==> src/rtl/pstkd_pkg.sv <==
// ---------------------------------------------------------------------------
// pstkd_pkg
// Types, constants and the tuple ordering shared by the top-k depth unit.
// ---------------------------------------------------------------------------
package pstkd_pkg;

  localparam int MAX_K       = 8;
  localparam int INDEX_BITS  = 20;
  localparam int CNT_W       = $clog2(MAX_K + 1);
  localparam int SLOT_W      = (MAX_K > 1) ? $clog2(MAX_K) : 1;
  localparam int QUEUE_DEPTH = 4;
  localparam int QPTR_W      = $clog2(QUEUE_DEPTH);

  localparam int COORD_W  = 24;
  localparam int RADIUS_W = 23;
  localparam int PIDX_W   = 20;
  localparam int DEPTH_W  = 24;
  localparam int DIST2_W  = 48;
  localparam int SUM_W    = 50;

  localparam int IN_DATA_W  = 168;
  localparam int OUT_DATA_W = 104;

  localparam logic [3:0]         K_RESET   = 4'd8;
  localparam logic [DIST2_W-1:0] DIST2_MAX = '1;

  // One classified point on its way from the front end to the list.
  typedef struct packed {
    logic                  hit;
    logic [DEPTH_W-1:0]    depth;
    logic [INDEX_BITS-1:0] index;
    logic [DIST2_W-1:0]    dist2;
    logic                  last;
  } hit_item_t;

  // One result word before packing.
  typedef struct packed {
    logic [2:0]  slot;
    logic [20:0] hit_index;
    logic [23:0] hit_depth;
    logic [48:0] hit_dist2;
    logic        last_result;
  } result_t;

  // True when tuple a orders strictly before tuple b.
  function automatic logic tuple_less(input logic [DEPTH_W-1:0]    da,
                                      input logic [INDEX_BITS-1:0] ia,
                                      input logic [DIST2_W-1:0]    sa,
                                      input logic [DEPTH_W-1:0]    db,
                                      input logic [INDEX_BITS-1:0] ib,
                                      input logic [DIST2_W-1:0]    sb);
    logic res;
    if (da != db) begin
      res = (da < db);
    end else if (ia != ib) begin
      res = (ia < ib);
    end else begin
      res = (sa < sb);
    end
    return res;
  endfunction

endpackage

==> src/rtl/pstkd_front.sv <==
// ---------------------------------------------------------------------------
// pstkd_front
// Accepts points, works out the squared distance and radius test over two
// stages and pushes hits and pixel ends into the queue.
// ---------------------------------------------------------------------------
module pstkd_front (
  input  logic                                clk,
  input  logic                                rst_n,
  input  logic                                in_valid,
  output logic                                in_ready,
  input  logic signed [pstkd_pkg::COORD_W-1:0]  pixel_x,
  input  logic signed [pstkd_pkg::COORD_W-1:0]  pixel_y,
  input  logic signed [pstkd_pkg::COORD_W-1:0]  point_x,
  input  logic signed [pstkd_pkg::COORD_W-1:0]  point_y,
  input  logic signed [pstkd_pkg::COORD_W-1:0]  point_z,
  input  logic        [pstkd_pkg::RADIUS_W-1:0] point_radius,
  input  logic        [pstkd_pkg::PIDX_W-1:0]   point_index,
  input  logic                                last_point,
  output logic                                push_valid,
  input  logic                                push_ready,
  output pstkd_pkg::hit_item_t                push_data
);

  // Stage one: differences.
  logic                                   v1_r;
  logic signed [pstkd_pkg::COORD_W:0]     dx1_r, dy1_r;
  logic        [pstkd_pkg::RADIUS_W-1:0]  r1_r;
  logic                                   neg1_r;
  logic        [pstkd_pkg::DEPTH_W-1:0]   z1_r;
  logic        [pstkd_pkg::INDEX_BITS-1:0] idx1_r;
  logic                                   last1_r;

  // Stage two: products.
  logic                                   v2_r;
  logic        [pstkd_pkg::SUM_W-2:0]     dxx2_r, dyy2_r;
  logic        [2*pstkd_pkg::RADIUS_W-1:0] rr2_r;
  logic                                   neg2_r;
  logic        [pstkd_pkg::DEPTH_W-1:0]   z2_r;
  logic        [pstkd_pkg::INDEX_BITS-1:0] idx2_r;
  logic                                   last2_r;

  logic signed [2*pstkd_pkg::COORD_W+1:0] sq_x, sq_y;
  logic        [pstkd_pkg::SUM_W-1:0]     d2;
  logic                                   hit;
  logic                                   keep;
  logic                                   adv1, adv2;

  assign sq_x = dx1_r * dx1_r;
  assign sq_y = dy1_r * dy1_r;

  always_comb begin
    d2   = {1'b0, dxx2_r} + {1'b0, dyy2_r};
    hit  = !neg2_r && (d2 < pstkd_pkg::SUM_W'(rr2_r));
    keep = hit || last2_r;
    push_valid          = v2_r && keep;
    push_data.hit       = hit;
    push_data.depth     = z2_r;
    push_data.index     = idx2_r;
    push_data.dist2     = (d2 > {2'b00, pstkd_pkg::DIST2_MAX}) ? pstkd_pkg::DIST2_MAX
                                                               : d2[pstkd_pkg::DIST2_W-1:0];
    push_data.last      = last2_r;
  end

  // A missed point that does not close a pixel simply leaves stage two.
  assign adv2     = !v2_r || push_ready || !keep;
  assign adv1     = !v1_r || adv2;
  assign in_ready = adv1;

  always_ff @(posedge clk) begin
    if (!rst_n) begin
      v1_r <= 1'b0;
      v2_r <= 1'b0;
    end else begin
      if (adv1) v1_r <= in_valid;
      if (adv2) v2_r <= v1_r;
    end
  end

  always_ff @(posedge clk) begin
    if (adv1) begin
      dx1_r   <= {point_x[pstkd_pkg::COORD_W-1], point_x}
               - {pixel_x[pstkd_pkg::COORD_W-1], pixel_x};
      dy1_r   <= {point_y[pstkd_pkg::COORD_W-1], point_y}
               - {pixel_y[pstkd_pkg::COORD_W-1], pixel_y};
      r1_r    <= point_radius;
      neg1_r  <= point_z[pstkd_pkg::COORD_W-1];
      z1_r    <= point_z;
      idx1_r  <= pstkd_pkg::INDEX_BITS'(point_index);
      last1_r <= last_point;
    end
    if (adv2) begin
      dxx2_r  <= sq_x[pstkd_pkg::SUM_W-2:0];
      dyy2_r  <= sq_y[pstkd_pkg::SUM_W-2:0];
      rr2_r   <= r1_r * r1_r;
      neg2_r  <= neg1_r;
      z2_r    <= z1_r;
      idx2_r  <= idx1_r;
      last2_r <= last1_r;
    end
  end

endmodule

==> config.mk <==
export PLATFORM = sky130hd
export DESIGN_NAME = pstkd_front
export DESIGN_NICKNAME = d
export VERILOG_FILES = /design/src/rtl/pstkd_pkg.sv /design/src/rtl/pstkd_front.sv
export SDC_FILE = /design/constraint.sdc
export NUM_CORES = 2
export LEC_CHECK = 0
export BUFFER_PORTS_ARGS = -buffer_cell sky130_fd_sc_hd__buf_2
export CAP_MARGIN = 5
export CORE_ASPECT_RATIO = 0.9
export CORE_MARGIN = 2
export CORE_UTILIZATION = 60
export DETAILED_ROUTE_END_ITERATION = 16
export PLACE_DENSITY = 0.82
export REMOVE_ABC_BUFFERS = 1
export SETUP_SLACK_MARGIN = 0.05
export SYNTH_ARGS = -nofsm -noshare
export SYNTH_HDL_FRONTEND = slang
export SYNTH_SLANG_ARGS = --single-unit
==> constraint.sdc <==
create_clock -name clk -period 11.4 [get_ports clk]
set_input_delay 0.57 -clock clk [delete_from_list [all_inputs] [get_ports clk]]
set_output_delay 0.57 -clock clk [all_outputs]
set_load 0.03 [all_outputs]
==> qor.txt <==
outcome - complete, no violations
Post-DP HPWL - 139000 µm
cts repair resizes - 0
max-slew violations - 0
vias after detailed routing - 49172
wire per inst - 19.2 µm
largest cells by area after synthesis - fa_1 (45%), edfxtp_1 (13%), ha_1 (11%)
vias in the first global route - 54679
routed vias/inst - 5.51
crit path max fanout - 21
reg2reg start - dx1_r[4]
Worst Setup EP - dxx2_r[45]
area added between synthesis and finish - 6.06%
worst skew pair latency - 0.63 ns
Yosys top cell by area - fa_1
CTS Buf Count - 39
register clock-pin slew on the reported worst setup and hold paths - 0.07 ns
Multi-input gate area - 53300 µm²
Post-Route Skew - 0.0487 ns
Yosys Warn Count - 0
CTS tree - built
RR Endpoint - dxx2_r[45]
Relative slew margins - 13.5%
Die Wd - 366 µm
mux contribution to synthesized area - 0.132%
asr flop ratio synth - 0%
Setup CP Type - flip-flop to flip-flop
DRT iter0 DRCs - 3694
Placeable Area - 117000 µm²
Yosys top cell area share - 44.7%
xor and xnor fraction of the mapped netlist area - 3.20%
grt total ovfl - 0
All-Layer GR Usage - 29.6%
WP data required - 11.76 ns
r2r setup slk - 2.65 ns
R2R cell count - 25
global-route wire length before repair - 281000 µm
antenna violations before repair - 18
largest family of logic cells by synthesized area - adder cells
CTS sink cnt - 306
Final min period - 8.75 ns
Post-Synth Adder-Cell Area - 55.5%
Post-synth EDFFs - 304
crit path from - dx1_r[4]
Initial DRT Pass Iterations - 5
DRC - 0
Most used DFF post-synth - edfxtp_1
final worst path period share - 76.7%
Final GP Congestion - 0.959
share of post-route cells with drive strength above 1 - 5.79%
I/O pin cnt - 264
FMAX - 114 MHz
CP startpoint kind - flip-flop
Arr. time, crit path - 9.11 ns
clock tree root buffer cell - clkbuf_16
largest net degree at the start of global routing - 78
DIE AREA - 121000 µm²
Hold Fails Final Rpt - 0
Slew @ Worst Pin - 1.30 ns
H-tree lvl count - 2
RSZ-0062 raised after global routing - no
Unique masters post-synth - 77
fill cell count - 9197
post-synthesis simple-gate area fraction - 10.2%
Reg area - 9170 µm²
post-synthesis cell count - 7141
synthesized area - 70900 µm²
Hold Path Stages - 1
Hold/Removal Path Class - input port to flip-flop
Layout Nets - 9679
cts hold-fix bufs - 0
CP endpoint kind - flip-flop
Max clock buf depth - 3
initial core utilization - 60.6%
Final ANT Viol Nets - 0
Rows - 119
Synth Area in Compound Gates - 6.22%
final setup violation count - 0
Post-CTS Setup Inserts - 0
Avg Cell Area, Syn - 9.92 µm²
Port-buffer cells - 263
max-cap check violation count - 0
Yosys reg bits - 306
setup TNS - 0 ns
Routed WL - 171000 µm
Die H - 330 µm
Seq/Total Area, Yosys - 12.9%
-- cell families after synthesis --
kind of cell | Yosys count
flops | 306
compound gates | 671
fa+ha+maj | 2195
xor+xnor | 259
mux | 9
simple gates | 1481
buf+inv | 2220
-- synth_stat cells, types with 6 or more instances --
cell       count
nand4_1       37
a21boi_0      11
o21ai_0       86
xor2_1        63
and3_1        22
nor2_1       197
a21o_1       139
o21a_1        32
nor3_1        46
o41ai_1        6
a21oi_1      214
nor2b_1       65
inv_1       2026
xnor2_1      196
or3_1         13
a31oi_1       23
or2_2         11
and2_1       343
fa_1        1584
ha_1         611
mux2i_1        6
o211ai_1      10
o21bai_1      35
edfxtp_1     304
o31ai_1       12
nand2b_1      85
a31o_2        10
nand3_1       43
nand2_1      591
o21ai_1        6
o2111ai_1      7
a211oi_1      23
nor4_1         7
clkbuf_1     179
-- state kept, by name (all words and copies together), names as in the netlist, 20 cells and up --
register,flops
dx1_r,25
dxx2_r,48
dy1_r,25
dyy2_r,48
idx1_r,20
idx2_r,20
r1_r,23
rr2_r,45
z1_r,23
z2_r,23
-- cell usage in the layout (no fill, tap or decap), types with 13 or more instances in the layout --
master	netlist	final
nand2b_1	85	85
and3_1	22	22
a21oi_1	214	214
nor2_1	197	197
clkbuf_16	0	40
nor2b_1	65	65
xnor2_1	196	196
o21a_1	32	32
edfxtp_1	304	304
a31oi_1	23	23
inv_1	2026	2026
nor3_1	46	46
nand3_1	43	43
fa_1	1584	1584
ha_1	611	611
a211oi_1	23	23
and2_1	343	343
or3_1	13	13
a21o_1	139	139
buf_2	5	263
nand2_1	591	591
xor2_1	63	63
o21ai_0	86	86
buf_4	3	63
nand4_1	37	37
o21bai_1	35	35
-- worst min-delay path by stage --
stage / endpoint / startpoint
4_1_cts: r1_r[20] / point_radius[20]
3_3_place_gp: z2_r[0] / z1_r[0]
2_1_floorplan: idx2_r[0] / idx1_r[0]
3_5_place_dp: idx2_r[5] / idx1_r[5]
5_1_grt: r1_r[20] / point_radius[20]
6_report: r1_r[20] / point_radius[20]
-- through the flow --
| stage | setup WS [ns] | instances | util [%] | cell area, µm² | hold WS, ns |
|---|---|---|---|---|---|
| after floorplan | -0.114 | 6949 | - | 70100 | 0.400 |
| after global placement | 3.00 | 8848 | 63.1 | 73900 | 0.400 |
| after detailed placement | 2.79 | 8848 | 63.1 | 73900 | 0.405 |
| after CTS | 2.77 | 8919 | 64.2 | 75200 | 0.0843 |
| after global routing | 2.30 | 8920 | 64.2 | 75200 | 0.104 |
| final | 2.65 | 8920 | 64.2 | 75200 | 0.122 |
-- layer usage --
metal  global-route usage [%]  vias up  part of all wire [%]
met1                     38.7    24987                    39
met4                     9.38       10                   3.4
met5                        0        -                 0.040
met3                     6.23      421                   8.7
li1                         -    21760                     -
met2                     49.8     1994                    49
-- worst max-delay path, stage by stage (launching register included) --
cell       delay [ns]
edfxtp_1         0.34
buf_4            0.35
clkinv_1         0.56
nor2_1           0.46
fa_1             0.49
fa_1             0.49
inv_1            0.05
fa_1             0.54
inv_1            0.06
fa_1             0.41
fa_1             0.48
fa_1             0.56
inv_1            0.05
fa_1             0.48
inv_1            0.04
ha_1             0.33
inv_1            0.08
nor3_1           0.46
o41ai_2          0.22
a32oi_2          0.40
a21oi_4          0.11
a2111oi_2        0.65
a221o_1          0.31
a21oi_1          0.17
o31ai_1          0.32
xnor2_1          0.10
-- cell type report --
cell class	count	share of cell area, %
antenna	1	0.00333
clock buffer	46	1.36
clock inverter	25	0.326
inverter	2028	10.1
multi-input combinational	4615	71.0
sequential	306	12.2
tap	1573	2.62
timing repair buffer	326	2.38
Power is not shown: default switching activity piles up to over one toggle a cycle in this logic, so the estimate is an artifact.
