==> src/rtl/pstkd_pkg.sv <==
// ---------------------------------------------------------------------------
// pstkd_pkg
// Types, constants and the tuple ordering shared by the top-k depth unit.
// ---------------------------------------------------------------------------
package pstkd_pkg;

  localparam int MAX_K       = 8;
  localparam int INDEX_BITS  = 20;
  localparam int CNT_W       = $clog2(MAX_K + 1);
  localparam int SLOT_W      = (MAX_K > 1) ? $clog2(MAX_K) : 1;
  localparam int QUEUE_DEPTH = 4;
  localparam int QPTR_W      = $clog2(QUEUE_DEPTH);

  localparam int COORD_W  = 24;
  localparam int RADIUS_W = 23;
  localparam int PIDX_W   = 20;
  localparam int DEPTH_W  = 24;
  localparam int DIST2_W  = 48;
  localparam int SUM_W    = 50;

  localparam int IN_DATA_W  = 168;
  localparam int OUT_DATA_W = 104;

  localparam logic [3:0]         K_RESET   = 4'd8;
  localparam logic [DIST2_W-1:0] DIST2_MAX = '1;

  // One classified point on its way from the front end to the list.
  typedef struct packed {
    logic                  hit;
    logic [DEPTH_W-1:0]    depth;
    logic [INDEX_BITS-1:0] index;
    logic [DIST2_W-1:0]    dist2;
    logic                  last;
  } hit_item_t;

  // One result word before packing.
  typedef struct packed {
    logic [2:0]  slot;
    logic [20:0] hit_index;
    logic [23:0] hit_depth;
    logic [48:0] hit_dist2;
    logic        last_result;
  } result_t;

  // True when tuple a orders strictly before tuple b.
  function automatic logic tuple_less(input logic [DEPTH_W-1:0]    da,
                                      input logic [INDEX_BITS-1:0] ia,
                                      input logic [DIST2_W-1:0]    sa,
                                      input logic [DEPTH_W-1:0]    db,
                                      input logic [INDEX_BITS-1:0] ib,
                                      input logic [DIST2_W-1:0]    sb);
    logic res;
    if (da != db) begin
      res = (da < db);
    end else if (ia != ib) begin
      res = (ia < ib);
    end else begin
      res = (sa < sb);
    end
    return res;
  endfunction

endpackage

==> src/rtl/pstkd_back.sv <==
// ---------------------------------------------------------------------------
// pstkd_back
// Keeps the sorted list of nearest hits, inserting one word a cycle unless a
// pixel end waits for the result bank, and hands the list of a finished
// pixel to a result bank that drains slot by slot.
// ---------------------------------------------------------------------------
module pstkd_back (
  input  logic                 clk,
  input  logic                 rst_n,
  input  logic                 cfg_wr_en,
  input  logic [3:0]           cfg_wr_data,
  input  logic                 pop_valid,
  output logic                 pop_ready,
  input  pstkd_pkg::hit_item_t pop_data,
  output logic                 res_valid,
  input  logic                 res_ready,
  output pstkd_pkg::result_t   res_data
);

  localparam int K = pstkd_pkg::MAX_K;

  logic [3:0] k_cfg_r;

  logic [pstkd_pkg::DEPTH_W-1:0]    kept_depth_r [K], kept_depth_nxt [K];
  logic [pstkd_pkg::INDEX_BITS-1:0] kept_index_r [K], kept_index_nxt [K];
  logic [pstkd_pkg::DIST2_W-1:0]    kept_dist2_r [K], kept_dist2_nxt [K];
  logic [pstkd_pkg::CNT_W-1:0]      kept_count_r, kept_count_nxt;

  logic [pstkd_pkg::DEPTH_W-1:0]    bank_depth_r [K];
  logic [pstkd_pkg::INDEX_BITS-1:0] bank_index_r [K];
  logic [pstkd_pkg::DIST2_W-1:0]    bank_dist2_r [K];
  logic [pstkd_pkg::CNT_W-1:0]      bank_cnt_r, bank_k_r;
  logic [pstkd_pkg::SLOT_W-1:0]     slot_r, slot_nxt;
  logic                             bank_valid_r, bank_valid_nxt;

  logic [pstkd_pkg::CNT_W-1:0] k_eff, cnt, cnt_after;
  logic [K-1:0]                lt, gt;
  logic                        fire, ins, load, bank_free, out_fire, out_last;
  logic                        filled;

  always_comb begin
    if (k_cfg_r == '0) begin
      k_eff = pstkd_pkg::CNT_W'(1);
    end else if (32'(k_cfg_r) > K) begin
      k_eff = pstkd_pkg::CNT_W'(K);
    end else begin
      k_eff = pstkd_pkg::CNT_W'(k_cfg_r);
    end
    // A lowered k cuts the list before anything else happens.
    cnt = (kept_count_r > k_eff) ? k_eff : kept_count_r;
  end

  // Output side of the result bank.
  assign out_last  = (pstkd_pkg::CNT_W'(slot_r) == bank_k_r - pstkd_pkg::CNT_W'(1));
  assign out_fire  = bank_valid_r && res_ready;
  assign bank_free = !bank_valid_r || (res_ready && out_last);
  assign pop_ready = !pop_data.last || bank_free;
  assign fire      = pop_valid && pop_ready;
  assign load      = fire && pop_data.last;

  // Every slot compares against the new tuple at once; gt marks the slots at
  // or after the insertion point.
  always_comb begin
    for (int i = 0; i < K; i++) begin
      lt[i] = (pstkd_pkg::CNT_W'(i) < cnt)
              && pstkd_pkg::tuple_less(pop_data.depth, pop_data.index, pop_data.dist2,
                                       kept_depth_r[i], kept_index_r[i], kept_dist2_r[i]);
      gt[i] = !(pstkd_pkg::CNT_W'(i) < cnt) || lt[i];
    end
    ins = fire && pop_data.hit && ((cnt < k_eff) || (|lt));
    cnt_after = (ins && (cnt < k_eff)) ? cnt + pstkd_pkg::CNT_W'(1) : cnt;

    for (int i = 0; i < K; i++) begin
      kept_depth_nxt[i] = kept_depth_r[i];
      kept_index_nxt[i] = kept_index_r[i];
      kept_dist2_nxt[i] = kept_dist2_r[i];
      if (ins && (pstkd_pkg::CNT_W'(i) < k_eff) && gt[i]) begin
        if (i == 0 || !gt[(i == 0) ? 0 : i-1]) begin
          kept_depth_nxt[i] = pop_data.depth;
          kept_index_nxt[i] = pop_data.index;
          kept_dist2_nxt[i] = pop_data.dist2;
        end else begin
          kept_depth_nxt[i] = kept_depth_r[(i == 0) ? 0 : i-1];
          kept_index_nxt[i] = kept_index_r[(i == 0) ? 0 : i-1];
          kept_dist2_nxt[i] = kept_dist2_r[(i == 0) ? 0 : i-1];
        end
      end
    end

    if (load) begin
      kept_count_nxt = '0;
    end else if (fire) begin
      kept_count_nxt = cnt_after;
    end else begin
      kept_count_nxt = kept_count_r;
    end
  end

  always_comb begin
    bank_valid_nxt = bank_valid_r;
    slot_nxt       = slot_r;
    if (out_fire) begin
      if (out_last) begin
        bank_valid_nxt = 1'b0;
      end else begin
        slot_nxt = slot_r + pstkd_pkg::SLOT_W'(1);
      end
    end
    if (load) begin
      bank_valid_nxt = 1'b1;
      slot_nxt       = '0;
    end
  end

  always_ff @(posedge clk) begin
    if (!rst_n) begin
      k_cfg_r      <= pstkd_pkg::K_RESET;
      kept_count_r <= '0;
      bank_valid_r <= 1'b0;
      slot_r       <= '0;
    end else begin
      if (cfg_wr_en) k_cfg_r <= cfg_wr_data;
      kept_count_r <= kept_count_nxt;
      bank_valid_r <= bank_valid_nxt;
      slot_r       <= slot_nxt;
    end
  end

  always_ff @(posedge clk) begin
    for (int i = 0; i < K; i++) begin
      kept_depth_r[i] <= kept_depth_nxt[i];
      kept_index_r[i] <= kept_index_nxt[i];
      kept_dist2_r[i] <= kept_dist2_nxt[i];
      if (load) begin
        bank_depth_r[i] <= kept_depth_nxt[i];
        bank_index_r[i] <= kept_index_nxt[i];
        bank_dist2_r[i] <= kept_dist2_nxt[i];
      end
    end
    if (load) begin
      bank_cnt_r <= cnt_after;
      bank_k_r   <= k_eff;
    end
  end

  assign filled    = (pstkd_pkg::CNT_W'(slot_r) < bank_cnt_r);
  assign res_valid = bank_valid_r;

  always_comb begin
    res_data.slot        = 3'(slot_r);
    res_data.hit_index   = filled ? 21'(bank_index_r[slot_r]) : '1;
    res_data.hit_depth   = filled ? bank_depth_r[slot_r] : '1;
    res_data.hit_dist2   = filled ? {1'b0, bank_dist2_r[slot_r]} : '1;
    res_data.last_result = out_last;
  end

endmodule

==> config.mk <==
export PLATFORM = sky130hd
export DESIGN_NAME = pstkd_back
export DESIGN_NICKNAME = d
export VERILOG_FILES = /design/src/rtl/pstkd_pkg.sv /design/src/rtl/pstkd_back.sv
export SDC_FILE = /design/constraint.sdc
export NUM_CORES = 2
export LEC_CHECK = 0
export BUFFER_PORTS_ARGS = -buffer_cell sky130_fd_sc_hd__buf_2
export CAP_MARGIN = 20
export CORE_MARGIN = 2
export CORE_UTILIZATION = 40
export CTS_CLUSTER_SIZE = 40
export DETAILED_ROUTE_END_ITERATION = 16
export GPL_ROUTABILITY_DRIVEN = 0
export PLACE_DENSITY = 0.66
export SETUP_SLACK_MARGIN = 0.4
export SLEW_MARGIN = 20
export SYNTH_ARGS = -nofsm -noshare
export SYNTH_HDL_FRONTEND = slang
export SYNTH_SLANG_ARGS = --single-unit
==> constraint.sdc <==
create_clock -name clk -period 50.8 [get_ports clk]
set_clock_uncertainty 0.05 [all_clocks]
set_input_delay 10.16 -clock clk [delete_from_list [all_inputs] [get_ports clk]]
set_output_delay 10.16 -clock clk [all_outputs]
set_load 0.03 [all_outputs]
==> summary.txt <==
Synthesis
  • Cell area after synthesis: 77400 um^2
  • Ys async rst share: 0%
  • Post-synth top flop: dfxtp_1
  • Number of flops mapped to enable cells by yosys: roughly 740
  • Ys Warns: 0
  • Register area share after synthesis: between 40% and 50%
  • Syn Nets: 7577
  • Mean area per synthesized cell: 11.5 um^2
  • Yosys cell types: 78
  • Post-Syn Instances: 6734
  • Yosys reg bits: 1495

Global routing
  • Gr usage total: ~23%
  • GR Overflow Total: 0
  • Vias in the first global route: 53400
  • Largest net degree at the start of global routing: 182
  • First-pass GRT wire length: 337000 um
  • Initial antenna violation count: 30

Pwr
  • VDD IR-drop max: 0.0000452 V
  • PD cells: 57.0 nW/um^2
  • Total power: 4910 uW
  • Leakage: 0.0368 uW

Route
  • Routed wire length per instance: about 24 um
  • Initial DRT Pass Iterations: 5
  • DRT antenna net count: 0
  • Via Count: between 50000 and 60000
  • Remaining DRCs: 0
  • Routed WL: around 230000 um
  • Via/cell ratio: approximately 5.6
  • Initial drt markers: 4329

Die
  • Die height: 444 um
  • Initial Util: 40.2%
  • Die ar.: 197000 um^2
  • CORE AREA: 192000 um^2
  • Width of the die: 444 um
  • Placement Rows: 161
  • I/O pins: 203

STA
  • Final worst path period need: around 21 ns
  • Endpoints failing hold: 0
  • Final setup TNS: 0 ns
  • Crit share post-route: 42.1%
  • Slew @ Worst Pin: about 1.2 ns
  • Max frequency: around 0.047 GHz
  • RSZ-0062 raised after global routing: false
  • # setup viols final: 0
  • Fin. max-slew vios: 0
  • Worst slew margin: 16.9%
  • Setup WS post-layout: 29.42 ns

Run status
  • Status: complete, no violations

Clock tree
  • Hold-fix buffers, CTS: 0
  • Post-CTS setup buffer count: 0
  • Clock buffer count from CTS: 158
  • Resized cells post-CTS: 0
  • CTS tree: done
  • Clk root buf: clkbuf_16
  • Htree depth: 4
  • Clock slew at reported path FFs: 0.06 ns
  • Longest Clk Path Bufs: 3
  • Clk_lat worst skew: approximately 0.80 ns
  • Clock sinks: 1495

Critical path
  • Worst path bufs/invs: 2
  • Data required time of the critical path: about 41 ns
  • Worst Setup Path Type: input port to primary output
  • CP max FO: 4
  • CP arrival: 11.17 ns
  • Crit path max-delay family: buffers and inverters
  • Most frequent CP cell: buf_2
  • CP Cell Sequence: buf_2 -> a41o_1 -> or2_2 -> buf_2
  • Slowest CP cell: or2_2
  • Slowest stage delay, CP: 0.35 ns
  • Setup crit end kind: primary output
  • Critical Path Source Type: input port

Cells and area
  • Post-route insts no fill: 9470
  • Multi-input gate area: about 36000 um^2
  • Commonest non-fill, non-tap cell in the layout: mux2i_1
  • Layout cells sized above 1: around an eighth
  • Area growth syn-to-layout: 11.3%
  • Most frequent cells in the layout: mux2i_1, dfxtp_1, inv_1, edfxtp_1, ha_1
  • Final nets: 7636
  • Register area: 37400 um^2
  • Number of fill cells: 17500

Hold path
  • Hold crit path type: flop to flop

Run
  • Max-cap viol count: 0

Placed design
  • Inst Count DP: 9158
  • HPWL Detailed: 152000 um
  • # port buffers: 202
  • Post-place setup slack: just under 30 ns
-- layer usage --
metal / GRT usage [%] / vias to the layer above / part of all wire [%]
li1: - / 24600 / -
met3: 3.58 / 397 / 6.1
met5: 0 / - / 0.041
met4: 9.52 / 16 / 4.3
met1: 29.4 / 26100 / 42
met2: 37.4 / 1672 / 47
-- sequential cells by signal, summed over array words and instances (netlist names), named ones only --
| name | flops |
|---|---|
| bank_dist2_r | 384 |
| kept_dist2_r | 384 |
| bank_depth_r | 192 |
| kept_depth_r | 192 |
| bank_index_r | 160 |
| kept_index_r | 160 |
| bank_cnt_r | 4 |
| bank_k_r | 4 |
| k_cfg_r | 4 |
| kept_count_r | 4 |
| slot_r | 3 |
| res_valid | 1 |
-- logic make-up after synthesis --
family          Yosys count  synth area share [%]
fa+ha+maj               740                  12.0
simple gates           1008                  6.03
mux                    1305                  20.1
flops                  1495                  48.3
compound gates         1068                  7.90
buf+inv                1109                  5.65
xor+xnor                  9                 0.102
-- tightest hold or removal path, stage by stage (launching register included) --
cell,delay (ns)
dfxtp_1,0.30
inv_1,0.06
mux2i_1,0.07
-- power by group --
part           internal (uW)  leakage (uW)  switching (uW)
Sequential              1780        0.0133             166
Combinational            680        0.0209            1100
Clock                    691       0.00262             501
Total                   3150        0.0368            1760
-- cell type report --
type / count / area share, %
Sequential cell: 1495 / 43.4
Multi-Input combinational cell: 4130 / 41.6
Clock buffer: 221 / 5.23
Tap cell: 2526 / 3.67
Inverter: 747 / 3.26
Timing Repair Buffer: 261 / 1.84
Clock inverter: 74 / 0.989
Antenna cell: 16 / 0.0465
-- cells in the mapped netlist (all sizes together) (137+ instances only) --
master | n | area share [%]
nand4 | 137 | 1.1
mux2i | 994 | 13
dfxtp | 751 | 19
nor2 | 381 | 1.8
inv | 747 | 3.6
clkbuf | 152 | 0.74
nand2 | 254 | 1.2
o21ai | 294 | 1.9
buf | 210 | 1.3
a21oi | 522 | 3.4
mux4 | 184 | 5.4
edfxtp | 744 | 29
ha | 740 | 12
-- final timing paths --
check	start	end	slack [ns]	depth (start not counted)
worst max-delay path	res_ready	pop_ready	29.42	4
worst max register to register	k_cfg_r[2]$_SDFFE_PN0P_	bank_depth_r[5][0]$_DFFE_PP_	43.40	20
worst min-delay path	kept_index_r[1][66]$_DFF_P_	kept_index_r[1][66]$_DFF_P_	0.44	2
worst min register to register	kept_index_r[1][66]$_DFF_P_	kept_index_r[1][66]$_DFF_P_	0.44	2
-- metrics by stage --
step / cell area, um^2 / util (%) / hold WS [ns]
after floorplan: 77400 / - / 0.404
after global placement: 80700 / 41.9 / 0.422
after detailed placement: 80700 / 41.9 / 0.430
after CTS: 86100 / 44.7 / 0.439
after global routing: 86100 / 44.8 / 0.463
final: 86100 / 44.8 / 0.436
Note: power is estimated with default switching activity, not from simulation.
