File: config.mk
export PLATFORM = sky130hd
export DESIGN_NAME = pstkd_queue
export DESIGN_NICKNAME = d
export VERILOG_FILES = /design/src/rtl/pstkd_pkg.sv /design/src/rtl/pstkd_queue.sv
export SDC_FILE = /design/constraint.sdc
export NUM_CORES = 1
export LEC_CHECK = 0
export ABC_AREA = 1
export BUFFER_PORTS_ARGS = -buffer_cell sky130_fd_sc_hd__buf_4
export CAP_MARGIN = 20
export CORE_UTILIZATION = 55
export CTS_CLUSTER_DIAMETER = 150
export DETAILED_ROUTE_END_ITERATION = 8
export GPL_TIMING_DRIVEN = 0
export PLACE_DENSITY = 0.74
export SYNTH_ARGS = -nofsm -noshare
export SYNTH_HDL_FRONTEND = slang
export SYNTH_SLANG_ARGS = --single-unit
File: constraint.sdc
create_clock -name clk -period 15.5 [get_ports clk]
set_clock_uncertainty 0.05 [all_clocks]
set_input_delay 4.65 -clock clk [delete_from_list [all_inputs] [get_ports clk]]
set_output_delay 4.65 -clock clk [all_outputs]
set_load 0.01 [all_outputs]
File: src/rtl/pstkd_pkg.sv
// ---------------------------------------------------------------------------
// pstkd_pkg
// Types, constants and the tuple ordering shared by the top-k depth unit.
// ---------------------------------------------------------------------------
package pstkd_pkg;

  localparam int MAX_K       = 8;
  localparam int INDEX_BITS  = 20;
  localparam int CNT_W       = $clog2(MAX_K + 1);
  localparam int SLOT_W      = (MAX_K > 1) ? $clog2(MAX_K) : 1;
  localparam int QUEUE_DEPTH = 4;
  localparam int QPTR_W      = $clog2(QUEUE_DEPTH);

  localparam int COORD_W  = 24;
  localparam int RADIUS_W = 23;
  localparam int PIDX_W   = 20;
  localparam int DEPTH_W  = 24;
  localparam int DIST2_W  = 48;
  localparam int SUM_W    = 50;

  localparam int IN_DATA_W  = 168;
  localparam int OUT_DATA_W = 104;

  localparam logic [3:0]         K_RESET   = 4'd8;
  localparam logic [DIST2_W-1:0] DIST2_MAX = '1;

  // One classified point on its way from the front end to the list.
  typedef struct packed {
    logic                  hit;
    logic [DEPTH_W-1:0]    depth;
    logic [INDEX_BITS-1:0] index;
    logic [DIST2_W-1:0]    dist2;
    logic                  last;
  } hit_item_t;

  // One result word before packing.
  typedef struct packed {
    logic [2:0]  slot;
    logic [20:0] hit_index;
    logic [23:0] hit_depth;
    logic [48:0] hit_dist2;
    logic        last_result;
  } result_t;

  // True when tuple a orders strictly before tuple b.
  function automatic logic tuple_less(input logic [DEPTH_W-1:0]    da,
                                      input logic [INDEX_BITS-1:0] ia,
                                      input logic [DIST2_W-1:0]    sa,
                                      input logic [DEPTH_W-1:0]    db,
                                      input logic [INDEX_BITS-1:0] ib,
                                      input logic [DIST2_W-1:0]    sb);
    logic res;
    if (da != db) begin
      res = (da < db);
    end else if (ia != ib) begin
      res = (ia < ib);
    end else begin
      res = (sa < sb);
    end
    return res;
  endfunction

endpackage

File: src/rtl/pstkd_queue.sv
// ---------------------------------------------------------------------------
// pstkd_queue
// Short first-in first-out queue of classified points between the front
// end and the list.
// ---------------------------------------------------------------------------
module pstkd_queue (
  input  logic                 clk,
  input  logic                 rst_n,
  input  logic                 push_valid,
  output logic                 push_ready,
  input  pstkd_pkg::hit_item_t push_data,
  output logic                 pop_valid,
  input  logic                 pop_ready,
  output pstkd_pkg::hit_item_t pop_data
);

  pstkd_pkg::hit_item_t          mem_r [pstkd_pkg::QUEUE_DEPTH];
  logic [pstkd_pkg::QPTR_W-1:0]  wr_ptr_r, rd_ptr_r;
  logic [pstkd_pkg::QPTR_W:0]    count_r, count_nxt;
  logic                          do_push, do_pop;

  assign push_ready = (count_r != (pstkd_pkg::QPTR_W+1)'(pstkd_pkg::QUEUE_DEPTH));
  assign pop_valid  = (count_r != '0);
  assign pop_data   = mem_r[rd_ptr_r];
  assign do_push    = push_valid && push_ready;
  assign do_pop     = pop_valid && pop_ready;

  always_comb begin
    count_nxt = count_r;
    if (do_push && !do_pop) count_nxt = count_r + 1'b1;
    if (!do_push && do_pop) count_nxt = count_r - 1'b1;
  end

  always_ff @(posedge clk) begin
    if (!rst_n) begin
      wr_ptr_r <= '0;
      rd_ptr_r <= '0;
      count_r  <= '0;
    end else begin
      count_r <= count_nxt;
      if (do_push) wr_ptr_r <= wr_ptr_r + 1'b1;
      if (do_pop)  rd_ptr_r <= rd_ptr_r + 1'b1;
    end
  end

  always_ff @(posedge clk) begin
    if (do_push) mem_r[wr_ptr_r] <= push_data;
  end

endmodule

==> results of run 1 <==
[worst max path at each step]
stage / startpoint / end / slack, ps / cells after the start
2_1_floorplan: push_valid / mem_r[0][0]$_DFFE_PP_ / 6180 / 2
3_3_place_gp: push_valid / mem_r[3][53]$_DFFE_PP_ / 3150 / 3
3_5_place_dp: push_valid / mem_r[2][53]$_DFFE_PP_ / 8950 / 5
4_1_cts: flop / pop_data[19] / 8460 / 6
5_1_grt: flop / pop_data[19] / 8320 / 6
6_report: flop / pop_data[9] / 8450 / 7
[registers in the layout, summed over array words and instances, names as in the netlist, named ones only]
register	count
mem_r	376
rd_ptr_r	2
count_r	3
wr_ptr_r	2
[where the power goes]
group          leakage, uW  switching (uW)  internal [uW]
registers          0.00352            20.8           1240
clock network     0.000610             362            549
logic              0.00215             454            300
total              0.00628             836           2080
[placed cells by master (no fill, tap or decap), drive strengths merged]
cell type and count:
inv 18, nand2 15, fa 1, o22ai 94, clkinv 15, dfxtp 9
buf 228, bufinv 4, o21ai 190, nand3 5, clkbuf 89, ha 5
clkinvlp 1, edfxtp 376, nor2 198, a21oi 5
[routing by layer]
metal,share of wire,up-vias,global-route usage
met2,0.50,342,0.408
li1,-,4175,-
met4,0.026,0,0.0808
met5,0,-,0
met1,0.40,4281,0.302
met3,0.078,59,0.0480
[cell families (layout without fill, tap and decap cells)]
| family | count (synthesis) | count (layout) | synth area share |
|---|---|---|---|
| compound gates | 289 | 289 | 0.109 |
| flops | 385 | 385 | 0.798 |
| simple gates | 218 | 218 | 0.0573 |
| buf+inv | 79 | 355 | 0.0303 |
| fa+ha+maj | 6 | 6 | 0.00574 |
[cell type report]
type                            instances  area, sq um  area share
Tap cell                              330          413      0.0232
Clock buffer                           50         1060      0.0595
Timing Repair Buffer                  206         1720      0.0969
Buffer                                 61          363      0.0204
Multi-Input combinational cell        513         2500       0.141
Inverter                               18         72.6     0.00408
Sequential cell                       385        11500       0.644
Clock inverter                         20          195      0.0110
[stage by stage]
step	util	total power [uW]	cell area, sq um	hold slack [ps]
2_1_floorplan	-	1670	14400	412
3_3_place_gp	0.639	2020	16200	439
3_5_place_dp	0.651	2030	16500	448
4_1_cts	0.701	2940	17800	465
5_1_grt	0.701	3040	17800	492
6_report	0.701	2920	17800	463
[critical path, stage by stage (launching register included)]
cell and delay (ps):
dfxtp_1 320, buf_6 160, buf_6 170, inv_6 120, clkbuf_1 420, o21ai_0 170
o22ai_1 270, buf_4 180
[cells in the mapped netlist (all sizes together)]
library cell,n,area share
buf,22,0.015
fa,1,0.0014
edfxtp,376,0.79
nand3,5,0.0017
ha,5,0.0044
inv,18,0.0050
dfxtp,9,0.013
nor2,198,0.052
o21ai,190,0.066
o22ai,94,0.041
clkbuf,39,0.010
nand2,15,0.0039
a21oi,5,0.0017
==> results.py, run 1 <==
metrics = {
    "cells_and_area": {
        "fin_cells": 1583,
        "drive_gt1_frac": 0.228,
        "syn_to_final_growth_pct": 23.8,
        "layout.nets": 1327,
        "antenna_cells": 0,
        "fill_cells": 1698,
    },
    "floorplan": {
        "initial_core_util": 0.566,
        "rows": 58,
        "die_y_um": 164,
        "die_area_sq_um": 26800,
        "die_w_um": 164,
        "coreArea_sq_um": 25400,
        "ios": 194,
    },
    "worst_setup_path": {
        "end_kind": "output pin",
        "cp.arrival_ps": 2350,
        "start_kind": "flop",
        "regToRegEndpoint": "mem_r[2][55]$_DFFE_PP_",
        "rrSetupSlack_ps": 13160,
        "crit_required_ps": 10800,
        "crit_fanout": 10,
        "worst-setup-path-type": "reg -> out",
        "reg2regPathDepth": 6,
        "reg2reg_from": "count_r[1]$_SDFFE_PN0P_",
    },
    "cts": {
        "clk_latency_ps": 510,
        "clkTransAtPathRegs_ps": 60,
        "cts_buffers": 38,
        "cts_hold_buf": 0,
        "cts.sinks": 385,
        "htreeDepth": 2,
        "clockRootBuffer": "clkbuf_16",
        "cts_resized": 0,
        "cts_tree": "done",
        "postCtsSetupRepairBufs": 0,
        "ctsLongestPathBuffers": 3,
    },
    "min_path": {
        "hold-path-endpoint": "wr_ptr_r[1]$_SDFFE_PN0P_",
        "hp-start": "wr_ptr_r[1]$_SDFFE_PN0P_",
        "hold_path.class": "reg -> reg",
        "hold-path-cell-count": 2,
    },
    "grt": {
        "grt_max_degree": 31,
        "track_usage": 0.238,
        "grt_pass1_wl_um": 47500,
        "antenna_found_initial": 0,
        "grt_pass1_vias": 8854,
        "grt.overflow.total": 0,
    },
    "routing": {
        "drt_iter0_drc": 723,
        "num_vias": 8857,
        "drt-total-wl_um": 31700,
        "drc_errors": 0,
        "dr.pass1.iters": 4,
        "vias_per_cell": 5.60,
        "detail_route.wl_per_cell_um": 20.0,
        "ant_nets": 0,
    },
    "placement": {
        "pre_cts_ws_ps": 8950,
        "dpl.hpwl_um": 19900,
        "port_buffers": 193,
        "dpl.cell_count": 1513,
        "place.gp.congestion": 0.746,
    },
    "synth": {
        "synth-seq-area-share": 0.798,
        "netlist_instances": 977,
        "yosys_warnings": 0,
        "netlist_area_sq_um": 14400,
        "syn_avg_cell_area_sq_um": 14.7,
        "ys_types": 19,
        "synth_seq_cells": 385,
        "syn_nets": 1081,
    },
    "sta": {
        "fin_ws_ps": 8450,
        "fin_setup_tns_ps": 0,
        "fin_crit_sh": 0.455,
        "period_minus_slack_ps": 7050,
        "drv_slew": 0,
        "setup_viol": 0,
        "worst_pin_slew_ps": 608,
        "rsz0062_at_grt": "no",
        "max_freq_mhz": 142,
        "relSlewSlack": 0.594,
        "hold_violations": 0,
    },
    "status": {
        "outcome": "finished clean",
    },
    "power_and_ir_drop": {
        "powerDensity_nw_per_um2": 164,
        "leakagePower_uw": 0.00628,
        "ir_worst_vdd_v": 0.000123,
    },
    "flow_run": {
        "drv_cap": 0,
    },
}
No activity file was read; power rests on OpenSTA's default activity.
==> run 2, diff against run 1 <==
ABC_AREA = 0   (was 1)
CORE_UTILIZATION = 51   (was 55)
PLACE_DENSITY = 0.72   (was 0.74)
clock period = 6.1 ns   (was 15.5 ns; I/O delays follow)
==> run 2 against run 1 <==
Sequential power grew to 2.6 times the previous value. Sequential cell count stayed put. Sequential share of layout area increased by 2.0 points. Largest cell class unchanged. Core utilization is 6.2 points lower. Design area is 2.9% lower.
==> results.py, run 2 <==
metrics = {
    "sta": {
        "max_freq_mhz": 249,
        "drv_slew": 0,
        "hold_violations": 0,
        "fin_ws_ps": 2090,
        "rsz0062_at_grt": "no",
        "setup_viol": 0,
        "period_minus_slack_ps": 4010,
        "fin_crit_sh": 0.658,
        "worst_pin_slew_ps": 958,
        "relSlewSlack": 0.362,
    },
    "routing": {
        "drc_errors": 0,
        "dr.pass1.iters": 4,
        "vias_per_cell": 5.51,
        "drt-total-wl_um": 25400,
        "num_vias": 6330,
        "detail_route.wl_per_cell_um": 22.1,
        "drt_iter0_drc": 475,
        "ant_nets": 0,
    },
    "worst_setup_path": {
        "crit_fanout": 10,
        "crit_required_ps": 4220,
        "reg2reg_from": "count_r[0]$_SDFFE_PN0P_",
        "end_kind": "output pin",
        "worst-setup-path-type": "reg -> out",
        "cp.arrival_ps": 2130,
        "start_kind": "flop",
    },
    "grt": {
        "grt.overflow.total": 0,
        "antenna_found_initial": 0,
        "grt_pass1_vias": 6900,
        "grt_max_degree": 59,
        "grt_pass1_wl_um": 38800,
        "track_usage": 0.184,
    },
    "flow_run": {
        "drv_cap": 0,
    },
    "synth": {
        "yosys_warnings": 0,
        "netlist_instances": 543,
        "netlist_area_sq_um": 14100,
        "synth_area_leaders": "edfxtp_1, mux4_2, dfxtp_1, buf_12, ha_1",
        "ys_async_sr_fraction": 0,
        "yosys.area.top_type": "edfxtp_1",
        "synth_top_area_share": 0.800,
        "synth_seq_cells": 385,
        "syn_avg_cell_area_sq_um": 26.0,
        "synth-seq-area-share": 0.813,
        "ys_top_cells_by_count": "edfxtp_1, mux4_2, dfxtp_1",
        "synth_edf_count": 376,
        "synth_most_common_cell": "edfxtp_1",
        "synth_ff_type": "edfxtp_1",
        "ys_types": 25,
        "syn_nets": 647,
    },
    "placement": {
        "place.gp.congestion": 0.717,
        "port_buffers": 192,
        "dpl.hpwl_um": 15900,
        "placed_cell_area_sq_um": 16100,
        "pre_cts_ws_ps": 1950,
    },
    "floorplan": {
        "die_w_um": 168,
        "die_y_um": 168,
        "die_area_sq_um": 28300,
        "initial_core_util": 0.522,
        "coreArea_sq_um": 27000,
        "ios": 194,
        "rows": 60,
    },
    "cts": {
        "clkTransAtPathRegs_ps": 60,
        "clk_latency_ps": 510,
        "cts.sinks": 385,
        "cts_resized": 0,
        "cts_hold_buf": 0,
        "postCtsSetupRepairBufs": 0,
        "cts_buffers": 38,
        "cts_tree": "done",
        "ctsLongestPathBuffers": 3,
        "clockRootBuffer": "clkbuf_16",
        "htreeDepth": 2,
    },
    "cells_and_area": {
        "drive_gt1_frac": 0.445,
        "largest_reg_flops": 376,
        "fin_area_sq_um": 17300,
        "layout_common_cells": "edfxtp_1, buf_4, mux4_2, clkbuf_16, clkbuf_1",
        "antenna_cells": 0,
        "layout.nets": 885,
        "layout_commonest_cell": "edfxtp_1",
        "largestRegisters": "mem_r: 376 flops, count_r: 3 flops",
        "largest-register": "mem_r",
        "syn_to_final_growth_pct": 22.4,
    },
    "min_path": {
        "hp-start": "wr_ptr_r[0]$_SDFFE_PN0P_",
        "hold_path.class": "reg -> reg",
    },
    "power_and_ir_drop": {
        "ir_worst_vdd_v": 0.000335,
        "power.total_uw": 7310,
        "pwr-share-clk": 0.298,
        "swShare": 0.248,
        "share_comb_of_total_power": 0.257,
        "switchingPower_uw": 1810,
        "power_frac_seq": 0.445,
        "powerDensity_nw_per_um2": 423,
        "leakagePower_uw": 0.00581,
        "p_int_uw": 5500,
    },
    "status": {
        "outcome": "finished clean",
    },
}
==> run 2: cell count changes after synthesis, moves of 6 or more <==
cell and change:
o22ai_1 -94, mux4_2 +94, inv_1 -10, clkbuf_1 -38
buf_12 +6, nand2_1 -9, o21ai_1 -37, buf_6 -12
and2_1 +7, nor2_1 -197, o21ai_0 -151
==> run 2: logic make-up after synthesis <==
group | synth area share
compound gates | 0.00302
flops | 0.813
fa+ha+maj | 0.00585
simple gates | 0.00674
buf+inv | 0.0175
mux | 0.151
xor+xnor | 0.00248
==> run 2: layer usage <==
metal	up-vias	share of wire	GRT usage
li1	2799	-	-
met1	3262	0.40	0.234
met2	223	0.50	0.310
met3	46	0.081	0.0529
met4	0	0.021	0.0526
met5	-	0	0
==> run 2: worst paths after layout <==
kind	slack, ps	end	cells after the start
max	2090	pop_data[49]	4
min	490	wr_ptr_r[0]$_SDFFE_PN0P_	2
max reg2reg	3370	mem_r[1][84]$_DFFE_PP_	4
min reg2reg	490	wr_ptr_r[0]$_SDFFE_PN0P_	2
==> run 2: stage by stage <==
step                utilization  setup TNS (ps)  hold WS, ps  instances
finish                    0.639               0          488       1148
CTS                       0.639               0          493       1148
global placement          0.591         -213800          424       1076
global route              0.639               0          510       1148
detailed placement        0.596               0          484       1082
floorplan                     -               0          418        543
==> run 2: layout make-up <==
cell class	instances	area, sq um
Tap cell	341	427
Fill cell	1781	9750
Buffer	22	224
Multi-Input combinational cell	130	2400
Clock inverter	7	53.8
Timing Repair Buffer	198	1560
Sequential cell	385	11500
Inverter	6	22.5
Clock buffer	59	1110
==> run 2: power by group through the flow <==
stage	registers (uW)	clock network, uW	logic [uW]
floorplan	3310	0	1140
global placement	3330	0	1860
detailed placement	3310	0	1910
CTS	3260	2230	1920
global route	3270	2320	2010
finish	3260	2180	1880
==> run 2: critical path: stages, from the launching register on <==
cell	delay, ps
dfxtp_1	390
buf_2	360
buf_2	340
mux4_2	370
buf_4	160
